**src/rtl/bsa_pkg.sv**
```systemverilog
`timescale 1ns / 1ps
// ----------------------------------------------------------------------------
// bsa_pkg
// Shared types and codes of the bitmap section allocator.
// ----------------------------------------------------------------------------
package bsa_pkg;

	localparam logic [1:0] ST_OK       = 2'd0;
	localparam logic [1:0] ST_NOMEM    = 2'd1;
	localparam logic [1:0] ST_RANGE    = 2'd2;
	localparam logic [1:0] ST_NOTALLOC = 2'd3;

	localparam logic OP_ALLOC = 1'b0;
	localparam logic OP_FREE  = 1'b1;

	localparam logic [1:0] REG_BASE     = 2'd0;
	localparam logic [1:0] REG_SHIFT    = 2'd1;
	localparam logic [1:0] REG_RESERVED = 2'd2;

	localparam int unsigned OUT_CW = 11;

	typedef struct packed {
		logic       init;
		logic       load;
		logic       prep;
		logic       ascan;
		logic       amark;
		logic       fscan;
		logic       fclr;
		logic       emit;
		logic [1:0] status;
	} cmd_t;

	typedef struct packed {
		logic init_done;
		logic is_free;
		logic alloc_fail;
		logic range_bad;
		logic sect_bad;
		logic scan_found;
		logic scan_none;
		logic free_notused;
		logic mark_last;
		logic clr_last;
		logic out_free;
	} sts_t;

endpackage

```
**src/rtl/bsa_ctrl.sv**
```systemverilog
`timescale 1ns / 1ps
// ----------------------------------------------------------------------------
// bsa_ctrl
// Sequencer of the allocator: clearing pass, request decode, scan, update.
// ----------------------------------------------------------------------------
module bsa_ctrl (
	input  logic          clk,
	input  logic          arst_n,
	input  logic          in_valid,
	output logic          in_stall,
	input  bsa_pkg::sts_t sts,
	output bsa_pkg::cmd_t cmd
);

	typedef enum logic [7:0] {
		S_INIT  = 8'b00000001,
		S_IDLE  = 8'b00000010,
		S_PREP  = 8'b00000100,
		S_ASCAN = 8'b00001000,
		S_AMARK = 8'b00010000,
		S_FSCAN = 8'b00100000,
		S_FCLR  = 8'b01000000,
		S_DONE  = 8'b10000000
	} state_t;

	state_t     state_q, state_d;
	logic [1:0] status_q, status_d;

	assign in_stall = (state_q != S_IDLE);

	always_comb begin
		state_d    = state_q;
		status_d   = status_q;
		cmd        = '0;
		cmd.status = status_q;
		case (state_q)
			S_INIT: begin
				cmd.init = 1'b1;
				if (sts.init_done) state_d = S_IDLE;
			end
			S_IDLE: begin
				if (in_valid) begin
					cmd.load = 1'b1;
					state_d  = S_PREP;
				end
			end
			S_PREP: begin
				cmd.prep = 1'b1;
				if (sts.is_free) begin
					if (sts.range_bad) begin
						status_d = bsa_pkg::ST_RANGE;
						state_d  = S_DONE;
					end else if (sts.sect_bad) begin
						status_d = bsa_pkg::ST_NOTALLOC;
						state_d  = S_DONE;
					end else begin
						state_d = S_FSCAN;
					end
				end else if (sts.alloc_fail) begin
					status_d = bsa_pkg::ST_NOMEM;
					state_d  = S_DONE;
				end else begin
					state_d = S_ASCAN;
				end
			end
			S_ASCAN: begin
				cmd.ascan = 1'b1;
				if (sts.scan_found) begin
					state_d = S_AMARK;
				end else if (sts.scan_none) begin
					status_d = bsa_pkg::ST_NOMEM;
					state_d  = S_DONE;
				end
			end
			S_AMARK: begin
				cmd.amark = 1'b1;
				if (sts.mark_last) begin
					status_d = bsa_pkg::ST_OK;
					state_d  = S_DONE;
				end
			end
			S_FSCAN: begin
				cmd.fscan = 1'b1;
				if (sts.free_notused || (sts.scan_none && !sts.scan_found)) begin
					status_d = bsa_pkg::ST_NOTALLOC;
					state_d  = S_DONE;
				end else if (sts.scan_found) begin
					state_d = S_FCLR;
				end
			end
			S_FCLR: begin
				cmd.fclr = 1'b1;
				if (sts.clr_last) begin
					status_d = bsa_pkg::ST_OK;
					state_d  = S_DONE;
				end
			end
			S_DONE: begin
				if (sts.out_free) begin
					cmd.emit = 1'b1;
					state_d  = S_IDLE;
				end
			end
			default: state_d = S_INIT;
		endcase
	end

	always_ff @(posedge clk or negedge arst_n) begin
		if (!arst_n) begin
			state_q  <= S_INIT;
			status_q <= bsa_pkg::ST_OK;
		end else begin
			state_q  <= state_d;
			status_q <= status_d;
		end
	end

endmodule

```
**src/rtl/bsa_datapath.sv**
```systemverilog
`timescale 1ns / 1ps
// ----------------------------------------------------------------------------
// bsa_datapath
// Section bitmaps, scan counters, address arithmetic and the result register.
// ----------------------------------------------------------------------------
module bsa_datapath #(
	parameter int unsigned NUM_SECTIONS = 1024
) (
	input  logic          clk,
	input  logic          arst_n,
	input  bsa_pkg::cmd_t cmd,
	output bsa_pkg::sts_t sts,
	input  logic [31:0]   cfg_base,
	input  logic [3:0]    cfg_shift,
	input  logic [10:0]   cfg_reserved,
	input  logic          opcode,
	input  logic [23:0]   request_bytes,
	input  logic          align_on,
	input  logic [3:0]    align_log2,
	input  logic [31:0]   free_address,
	output logic          out_valid,
	input  logic          out_stall,
	output logic [1:0]    status,
	output logic [31:0]   result_address,
	output logic [10:0]   sections_moved,
	output logic [10:0]   free_count
);

	localparam int unsigned IW = $clog2(NUM_SECTIONS);
	localparam int unsigned CW = $clog2(NUM_SECTIONS + 1);
	localparam logic [IW-1:0] LAST_IDX = IW'(NUM_SECTIONS - 1);
	localparam logic [CW-1:0] NUM_C = CW'(NUM_SECTIONS);

	// Bit 0 is the used flag, bit 1 the end-of-allocation flag.
	logic [1:0] mem [NUM_SECTIONS];
	logic [1:0] rdata_s1;
	logic       rd_v_s1, kpos_s1;
	logic [IW-1:0] idx_s1;
	logic       we, re;
	logic [1:0] wd;

	logic        op_q, align_on_q;
	logic [23:0] bytes_q;
	logic [3:0]  align_log2_q;
	logic [31:0] free_addr_q;

	logic [CW-1:0] alloc_q, n_q, k_q, limit_q, run_q, rem_q, cnt_q, moved_q;
	logic [IW-1:0] next_fit_q, ra_q, wa_q, first_q, last_q, sect_q;
	logic [31:0]   addr_q;

	logic [3:0]    shift_eff;
	logic [CW-1:0] res_eff, cap, free_left;
	logic [25:0]   ssize, align26, size, n_wide;
	logic [31:0]   align32, diff, sect_wide;
	logic [33:0]   hi;
	logic          manual;
	logic          used_i, found_a, found_f, notused;
	logic [CW-1:0] run_base, run_inc, cnt_inc;
	logic [IW-1:0] first_sel;

	always_comb begin
		shift_eff = cfg_shift;
		if (cfg_shift < 4'd2) shift_eff = 4'd2;
		if (cfg_shift > 4'd12) shift_eff = 4'd12;
		res_eff   = (32'(cfg_reserved) > 32'(NUM_SECTIONS)) ? NUM_C : CW'(cfg_reserved);
		cap       = NUM_C - res_eff;
		free_left = (alloc_q >= cap) ? '0 : cap - alloc_q;
		ssize     = 26'(1) << shift_eff;
		align26   = 26'(1) << align_log2_q;
		align32   = 32'(1) << align_log2_q;
		manual    = align_on_q && (align26 != ssize);
		size      = 26'(bytes_q) + (manual ? align26 : 26'd0);
		n_wide    = (size + ssize - 26'd1) >> shift_eff;
		hi        = 34'(cfg_base) + (34'(NUM_SECTIONS) << shift_eff);
		diff      = free_addr_q - cfg_base;
		sect_wide = diff >> shift_eff;

		used_i    = (CW'(idx_s1) < res_eff) || rdata_s1[0];
		run_base  = (idx_s1 == '0 && kpos_s1) ? '0 : run_q;
		run_inc   = run_base + CW'(1);
		found_a   = rd_v_s1 && !used_i && (run_inc == n_q);
		first_sel = (run_base == '0) ? idx_s1 : first_q;
		notused   = rd_v_s1 && !kpos_s1 && !rdata_s1[0];
		found_f   = rd_v_s1 && rdata_s1[1] && (kpos_s1 || rdata_s1[0]);
		cnt_inc   = cnt_q + CW'(rdata_s1[0]);
	end

	always_comb begin
		sts.init_done    = (wa_q == LAST_IDX);
		sts.is_free      = (op_q == bsa_pkg::OP_FREE);
		sts.alloc_fail   = (n_wide == '0) || (n_wide > 26'(free_left));
		sts.range_bad    = !((34'(free_addr_q) > 34'(cfg_base)) && (34'(free_addr_q) < hi));
		sts.sect_bad     = (sect_wide >= 32'(NUM_SECTIONS)) || (sect_wide < 32'(res_eff));
		sts.scan_found   = cmd.ascan ? found_a : found_f;
		sts.scan_none    = (k_q == limit_q) && !rd_v_s1;
		sts.free_notused = notused;
		sts.mark_last    = (rem_q == CW'(1));
		sts.clr_last     = (wa_q == last_q);
		sts.out_free     = !out_valid || !out_stall;
		we = cmd.init || cmd.amark || cmd.fclr;
		wd = cmd.amark ? {(rem_q == CW'(1)), 1'b1} : 2'b00;
		re = (cmd.ascan || cmd.fscan) && (k_q != limit_q);
	end

	always_ff @(posedge clk) begin
		if (we) mem[wa_q] <= wd;
		if (re) rdata_s1 <= mem[ra_q];
	end

	always_ff @(posedge clk) begin
		if (cmd.load) begin
			op_q         <= opcode;
			bytes_q      <= request_bytes;
			align_on_q   <= align_on;
			align_log2_q <= align_log2;
			free_addr_q  <= free_address;
		end
		if (re) begin
			idx_s1  <= ra_q;
			kpos_s1 <= (k_q != '0);
		end
		if (cmd.prep) begin
			n_q     <= CW'(n_wide);
			k_q     <= '0;
			run_q   <= '0;
			cnt_q   <= '0;
			sect_q  <= IW'(sect_wide);
			limit_q <= sts.is_free ? NUM_C - CW'(sect_wide) : NUM_C;
			ra_q    <= sts.is_free ? IW'(sect_wide) : next_fit_q;
		end
		if (re) begin
			ra_q <= (ra_q == LAST_IDX) ? '0 : ra_q + IW'(1);
			k_q  <= k_q + CW'(1);
		end
		if (cmd.ascan && rd_v_s1) begin
			run_q <= used_i ? '0 : run_inc;
			if (!used_i && run_base == '0) first_q <= idx_s1;
			if (found_a) begin
				rem_q  <= n_q;
				addr_q <= cfg_base + (32'(first_sel) << shift_eff);
			end
		end
		if (cmd.amark && rem_q == CW'(1)) begin
			moved_q <= n_q;
			if (manual) addr_q <= (addr_q + align32 - 32'd1) & ~(align32 - 32'd1);
		end
		if (cmd.amark) rem_q <= rem_q - CW'(1);
		if (cmd.fscan && rd_v_s1) begin
			cnt_q <= cnt_inc;
			if (found_f) begin
				moved_q <= cnt_inc;
				last_q  <= idx_s1;
			end
		end
	end

	always_ff @(posedge clk or negedge arst_n) begin
		if (!arst_n) begin
			wa_q       <= '0;
			alloc_q    <= '0;
			next_fit_q <= '0;
			rd_v_s1    <= 1'b0;
			out_valid  <= 1'b0;
		end else begin
			rd_v_s1 <= re;
			if (cmd.init) wa_q <= wa_q + IW'(1);
			if (cmd.ascan && found_a) wa_q <= first_sel;
			if (cmd.fscan && found_f && !notused) wa_q <= sect_q;
			if (cmd.amark) begin
				wa_q <= wa_q + IW'(1);
				if (rem_q == CW'(1)) begin
					alloc_q    <= alloc_q + n_q;
					next_fit_q <= (wa_q == LAST_IDX) ? '0 : wa_q + IW'(1);
				end
			end
			if (cmd.fclr) begin
				wa_q <= wa_q + IW'(1);
				if (wa_q == last_q) begin
					alloc_q    <= (moved_q > alloc_q) ? '0 : alloc_q - moved_q;
					next_fit_q <= sect_q;
				end
			end
			if (cmd.emit) out_valid <= 1'b1;
			else if (!out_stall) out_valid <= 1'b0;
		end
	end

	always_ff @(posedge clk) begin
		if (cmd.emit) begin
			status         <= cmd.status;
			result_address <= (cmd.status == bsa_pkg::ST_OK && op_q == bsa_pkg::OP_ALLOC)
				? addr_q : 32'd0;
			sections_moved <= (cmd.status == bsa_pkg::ST_OK)
				? bsa_pkg::OUT_CW'(moved_q) : '0;
			free_count     <= bsa_pkg::OUT_CW'(free_left);
		end
	end

endmodule

```
**src/rtl/bitmap_section_allocator_unit.sv**
```systemverilog
`timescale 1ns / 1ps
// ----------------------------------------------------------------------------
// bitmap_section_allocator_unit
// Next-fit section allocator over one memory block with an APB register port.
// ----------------------------------------------------------------------------
// Requests enter on in_valid/in_stall: opcode 0 allocates request_bytes
// (optionally aligned to 2**align_log2), opcode 1 frees free_address.
// Each request gives one result on out_valid/out_stall with a status, the
// aligned address, the sections moved and the free sections left.
// The user must write base address, section shift and reserved count over
// APB only while the unit is idle; the unit itself does not enforce this.
// One request is worked on at a time. An allocate scans the sections and
// then marks the sections allocated; a free scans up to the end marker and
// then clears the sections. The scan reads one bitmap entry per cycle
// from the single read port of the bitmap memory.
// After reset a clearing pass zeroes the bitmaps and no request is taken
// meanwhile. A result waits in the output register while out_stall is
// high; the next request may be taken in the meantime.
// ----------------------------------------------------------------------------
module bitmap_section_allocator_unit #(
	parameter int unsigned NUM_SECTIONS = 1024
) (
	input  logic        clk,
	input  logic        arst_n,
	input  logic        psel,
	input  logic        penable,
	input  logic        pwrite,
	input  logic [3:0]  paddr,
	input  logic [31:0] pwdata,
	output logic [31:0] prdata,
	output logic        pready,
	input  logic        in_valid,
	output logic        in_stall,
	input  logic        opcode,
	input  logic [23:0] request_bytes,
	input  logic        align_on,
	input  logic [3:0]  align_log2,
	input  logic [31:0] free_address,
	output logic        out_valid,
	input  logic        out_stall,
	output logic [1:0]  status,
	output logic [31:0] result_address,
	output logic [10:0] sections_moved,
	output logic [10:0] free_count
);

	logic [31:0]   base_q;
	logic [3:0]    shift_q;
	logic [10:0]   reserved_q;
	logic          wr_en;
	bsa_pkg::cmd_t cmd;
	bsa_pkg::sts_t sts;

	assign pready = 1'b1;
	assign wr_en  = psel && penable && pwrite && pready;

	always_ff @(posedge clk or negedge arst_n) begin
		if (!arst_n) begin
			base_q     <= 32'd0;
			shift_q    <= 4'd4;
			reserved_q <= 11'd1;
		end else if (wr_en) begin
			case (paddr[3:2])
				bsa_pkg::REG_BASE:     base_q     <= pwdata;
				bsa_pkg::REG_SHIFT:    shift_q    <= pwdata[3:0];
				bsa_pkg::REG_RESERVED: reserved_q <= pwdata[10:0];
				default: ;
			endcase
		end
	end

	always_comb begin
		case (paddr[3:2])
			bsa_pkg::REG_BASE:     prdata = base_q;
			bsa_pkg::REG_SHIFT:    prdata = 32'(shift_q);
			bsa_pkg::REG_RESERVED: prdata = 32'(reserved_q);
			default:               prdata = 32'd0;
		endcase
	end

	bsa_ctrl u_ctrl (
		.clk      (clk),
		.arst_n   (arst_n),
		.in_valid (in_valid),
		.in_stall (in_stall),
		.sts      (sts),
		.cmd      (cmd)
	);

	bsa_datapath #(
		.NUM_SECTIONS (NUM_SECTIONS)
	) u_datapath (
		.clk            (clk),
		.arst_n         (arst_n),
		.cmd            (cmd),
		.sts            (sts),
		.cfg_base       (base_q),
		.cfg_shift      (shift_q),
		.cfg_reserved   (reserved_q),
		.opcode         (opcode),
		.request_bytes  (request_bytes),
		.align_on       (align_on),
		.align_log2     (align_log2),
		.free_address   (free_address),
		.out_valid      (out_valid),
		.out_stall      (out_stall),
		.status         (status),
		.result_address (result_address),
		.sections_moved (sections_moved),
		.free_count     (free_count)
	);

	a_busy_after_accept: assert property (@(posedge clk) disable iff (!arst_n)
		in_valid && !in_stall |=> in_stall)
		else $error("request taken without the unit going busy");

	a_error_clean: assert property (@(posedge clk) disable iff (!arst_n)
		out_valid && status != bsa_pkg::ST_OK |-> result_address == 32'd0 && sections_moved == 11'd0)
		else $error("error result carries an address or a section count");

	a_out_hold: assert property (@(posedge clk) disable iff (!arst_n)
		out_valid && out_stall |=> out_valid && $stable(status) && $stable(result_address)
			&& $stable(sections_moved) && $stable(free_count))
		else $error("stalled result changed");

	a_emit_slot: assert property (@(posedge clk) disable iff (!arst_n)
		cmd.emit |-> !out_valid || !out_stall)
		else $error("result written over one still waiting");

endmodule

```
**config.mk**
```make
export PLATFORM = sky130hd
export DESIGN_NAME = bitmap_section_allocator_unit
export DESIGN_NICKNAME = d
export VERILOG_FILES = /design/src/rtl/bsa_pkg.sv /design/src/rtl/bsa_ctrl.sv /design/src/rtl/bsa_datapath.sv /design/src/rtl/bitmap_section_allocator_unit.sv
export SDC_FILE = /design/constraint.sdc
export NUM_CORES = 2
export LEC_CHECK = 0
export ABC_CLOCK_PERIOD_IN_PS = 35500
export BUFFER_PORTS_ARGS = -buffer_cell sky130_fd_sc_hd__buf_2
export CELL_PAD_IN_SITES_DETAIL_PLACEMENT = 0
export CELL_PAD_IN_SITES_GLOBAL_PLACEMENT = 1
export CORE_MARGIN = 1
export CORE_UTILIZATION = 44
export CTS_CLUSTER_DIAMETER = 50
export CTS_CLUSTER_SIZE = 14
export DETAILED_ROUTE_END_ITERATION = 10
export PLACE_DENSITY = 0.79
export SLEW_MARGIN = 20
export SYNTH_ARGS = -nofsm -noshare
export SYNTH_HDL_FRONTEND = slang
export SYNTH_SLANG_ARGS = --single-unit
export TNS_END_PERCENT = 30
```
**constraint.sdc**
```tcl
create_clock -name clk -period 35.5 [get_ports clk]
set_clock_uncertainty 0.1 [all_clocks]
set_input_delay 1.775 -clock clk [delete_from_list [all_inputs] [get_ports clk]]
set_output_delay 1.775 -clock clk [all_outputs]
set_load 0.1 [all_outputs]
```
==> results.yml <==
floorplanning:
  start_util_pct: 44.4
  num_rows: 185
  die_h_um: 509
  die_width_um: 509
  die_area_sq_um: 259000
  ios: 196
  coreArea_sq_um: 255000
synthesis:
  seq_area_frac_synth_pct: 63.5
  avgSynthCellArea_sq_um: 14.5
  ys.flop_type: "edfxtp_1"
  netlist.area_leader.share_pct: 60.7
  syn_inst: 7769
  ys_async_sr_fraction_pct: 3.72
  synth_edf_count: 2285
  synth_seq_cells: 2418
  synth.area.top_cells: "edfxtp_1 61%, mux4_2 14%, nor2_1 4.4%"
  syn_area_sq_um: 113000
  synthDistinctLibCells: 97
  yosys_warnings: 0
  yosysTopAreaCell: "edfxtp_1"
clock_network:
  clockBufferDepth: 3
  cts_buffers: 238
  cts_resized: 0
  cts_root_buffer: "clkbuf_16"
  clock-sinks: 2418
  post-cts-setup-buffers: 0
  htree_levels: 4
  clock_latency_ps: 910
  cts_hold_buf: 0
  path_clk_slew_ps: 60
  cts_tree: "built"
sta:
  tightest_slew_ps: 1200
  min_period_ps: 10960
  slew_headroom_pct: 19.9
  hold_viol: 0
  setup_viol: 0
  setup_ws_ps: 24540
  timing.fmax_ghz: 0.0912
  holdWs_ps: 357
  rsz0062_at_grt: "no"
  maxSlewViolCount: 0
  finalCritPeriodShare_pct: 30.9
  fin_setup_tns_ps: 0
grt:
  grt_max_degree: 246
  overflow: 0
  antenna_found_initial: 11
  grt_pass1_wl_um: 450000
  grt.total_usage_pct: 23.5
  grt_pass1_vias: 68700
place:
  portBuffers: 192
  gp_congestion: 0.949
  dp_hpwl_um: 187000
  post-place-ws_ps: 24750
cells_and_area:
  finalNetCount: 8209
  syn_to_final_growth_pct: 11.1
  drive_above_1_share_pct: 18.8
power_and_ir_drop:
  ir_drop_mv: 0.0540
  p_per_area_nw_per_um2: 52.9
  power_leakage_nw: 35.9
setup_path:
  critPathRequiredTime_ps: 36090
  r2r_end: "u_ctrl.state_q[7]$_DFFE_PN0P_"
  r2r_cells: 37
  regToRegStartpoint: "shift_q[3]$_DFFE_PN0P_"
  max_stage_delay_ps: 870
  worstPathArrival_ps: 11560
  end_kind: "register"
  crit_path_start_kind: "register"
  critPathKind: "register to register"
  path_max_fanout: 59
  cp_slowest_cell: "nor2_1"
  cp_common_cell: "inv_1"
  r2r_setup_slack_ps: 24540
drt:
  wirelength_um: 305000
  ant_nets: 0
  wl_per_cell_um: 26.9
  drc: 0
  drt_iter0_drc: 8827
  avgViaCountPerCell: 6.09
  vias: 69002
  drt_pass1_iterations: 6
run:
  maxCapViolCount: 0
hold_path:
  min_from: "u_datapath.ra_q[1]$_DFFE_PP_"
  whs_endpoint: "u_datapath.idx_s1[1]$_DFFE_PP_"
  min_path_type: "register to register"
  whs_path_depth: 0
run_status:
  status: "finished, final reports clean"
==> worst max-delay path: cells and delay by family, from the launching register on <==
| kind | cells | cell delay, ps |
|---|---|---|
| xor gates and xnor gates | 2 | 320 |
| adders and majority gates | 5 | 1750 |
| AOI/OAI and AO/OA | 14 | 3900 |
| DFF | 1 | 340 |
| and+or+nand+nor | 10 | 2720 |
| buffers and inverters | 6 | 1580 |
==> how the worst max path moves through the flow <==
stage / start / to / slack (ps)
CTS: shift_q[3]$_DFFE_PN0P_ / u_ctrl.state_q[7]$_DFFE_PN0P_ / 24720
floorplan: u_ctrl.state_q[1]$_DFFE_PN0P_ / u_datapath.mem[0][1]$_DFFE_PP_ / 5440
detailed placement: shift_q[3]$_DFFE_PN0P_ / u_ctrl.status_q[1]$_DFFE_PN0P_ / 24750
finish: shift_q[3]$_DFFE_PN0P_ / u_ctrl.state_q[7]$_DFFE_PN0P_ / 24540
global route: shift_q[3]$_DFFE_PN0P_ / u_ctrl.state_q[7]$_DFFE_PN0P_ / 24020
global placement: shift_q[3]$_DFFE_PN0P_ / u_ctrl.status_q[0]$_DFFE_PN0P_ / 24800
==> cells by family (layout without fill, tap and decap cells) <==
| family | after synthesis | in the layout | synth area share, % |
|---|---|---|---|
| buffers and inverters | 800 | 977 | 2.70 |
| xor gates and xnor gates | 219 | 219 | 1.70 |
| and+or+nand+nor | 2347 | 2347 | 8.99 |
| other | 2 | 24 | 0.00665 |
| AOI/OAI and AO/OA | 908 | 908 | 5.14 |
| DFF | 2418 | 2418 | 63.5 |
| adders and majority gates | 285 | 285 | 3.31 |
| muxes | 790 | 790 | 14.6 |
==> metal layers <==
layer | global-route usage [%] | up-vias | share of wire (%)
met3 | 3.98 | 563 | 8.8
met4 | 9.05 | 6 | 4.2
li1 | - | 29634 | -
met5 | 0 | - | 0.013
met1 | 32.0 | 35422 | 39
met2 | 37.7 | 3377 | 48
==> sequential cells by signal (all words and copies together) (netlist names), 24 cells and up <==
| name | flops |
|---|---|
| u_datapath.addr_q | 32 |
| u_datapath.free_addr_q | 32 |
| u_datapath.bytes_q | 24 |
| u_datapath.mem | 2048 |
| u_datapath.result_address | 32 |
| base_q | 32 |
==> cells in the final DEF (no fill, tap or decap), types with 30 or more instances in the layout <==
cell	count
edfxtp_1	2285
nor2_1	1324
mux4_2	686
nand2_1	379
inv_1	279
ha_1	262
clkbuf_16	239
o21ai_0	234
a21oi_1	227
buf_2	191
nor3_1	125
xnor2_1	118
nand3_1	108
buf_4	108
xor2_1	100
dfrtp_1	86
mux2i_1	77
and2_1	74
a21o_1	58
nand2b_1	44
and3_1	43
dfxtp_1	43
a31oi_1	41
a211oi_1	40
o22ai_1	38
nand4_1	36
o21a_1	35
nor2b_1	32
nor4_1	30
==> where the power goes <==
group	internal [mW]	leakage, nW	total, mW	switching [mW]
logic	0.354	14.4	0.998	0.644
clock network	1.38	3.76	2.52	1.14
registers	3.10	17.8	3.13	0.0261
==> Yosys cell counts (all sizes together), types with 11 or more instances <==
library cell,count
a31oi,42
xor2,101
a21o,59
nand2b,44
a211oi,43
and3,44
nor2b,34
o21bai,23
a22oi,15
buf,111
clkbuf,405
and2,74
fa,23
mux2i,77
nand2,396
nand3b,14
dfrtp,87
or3,24
mux4,686
a2111oi,12
o21a,35
o211ai,25
o22ai,38
nor2,1329
nand4,36
o21ai,247
nor4,31
mux2,27
xnor2,118
edfxtp,2285
nor3,129
ha,262
nand3,141
or2,12
a21oi,229
nor3b,16
dfxtp,43
inv,280
o31ai,11
==> stage by stage <==
step / cells / utilization, % / instance area [sq um] / power, mW
floorplan: 7785 / - / 113000 / 3.88
global placement: 10943 / 46.2 / 118000 / 4.15
detailed placement: 10944 / 46.2 / 118000 / 4.16
CTS: 11327 / 49.3 / 125000 / 6.66
global route: 11329 / 49.3 / 125000 / 6.86
finish: 11334 / 49.3 / 125000 / 6.64
==> layout make-up <==
class | instances | area [sq um]
Fill cell | 21229 | 129000
Multi-Input combinational cell | 4567 | 38700
Timing Repair Buffer | 310 | 1980
Inverter | 284 | 1070
Sequential cell | 2418 | 71700
Tap cell | 3366 | 4210
Antenna cell | 6 | 15.0
Clock buffer | 257 | 6090
Clock inverter | 126 | 1720
(Power assumes the default switching activity.)
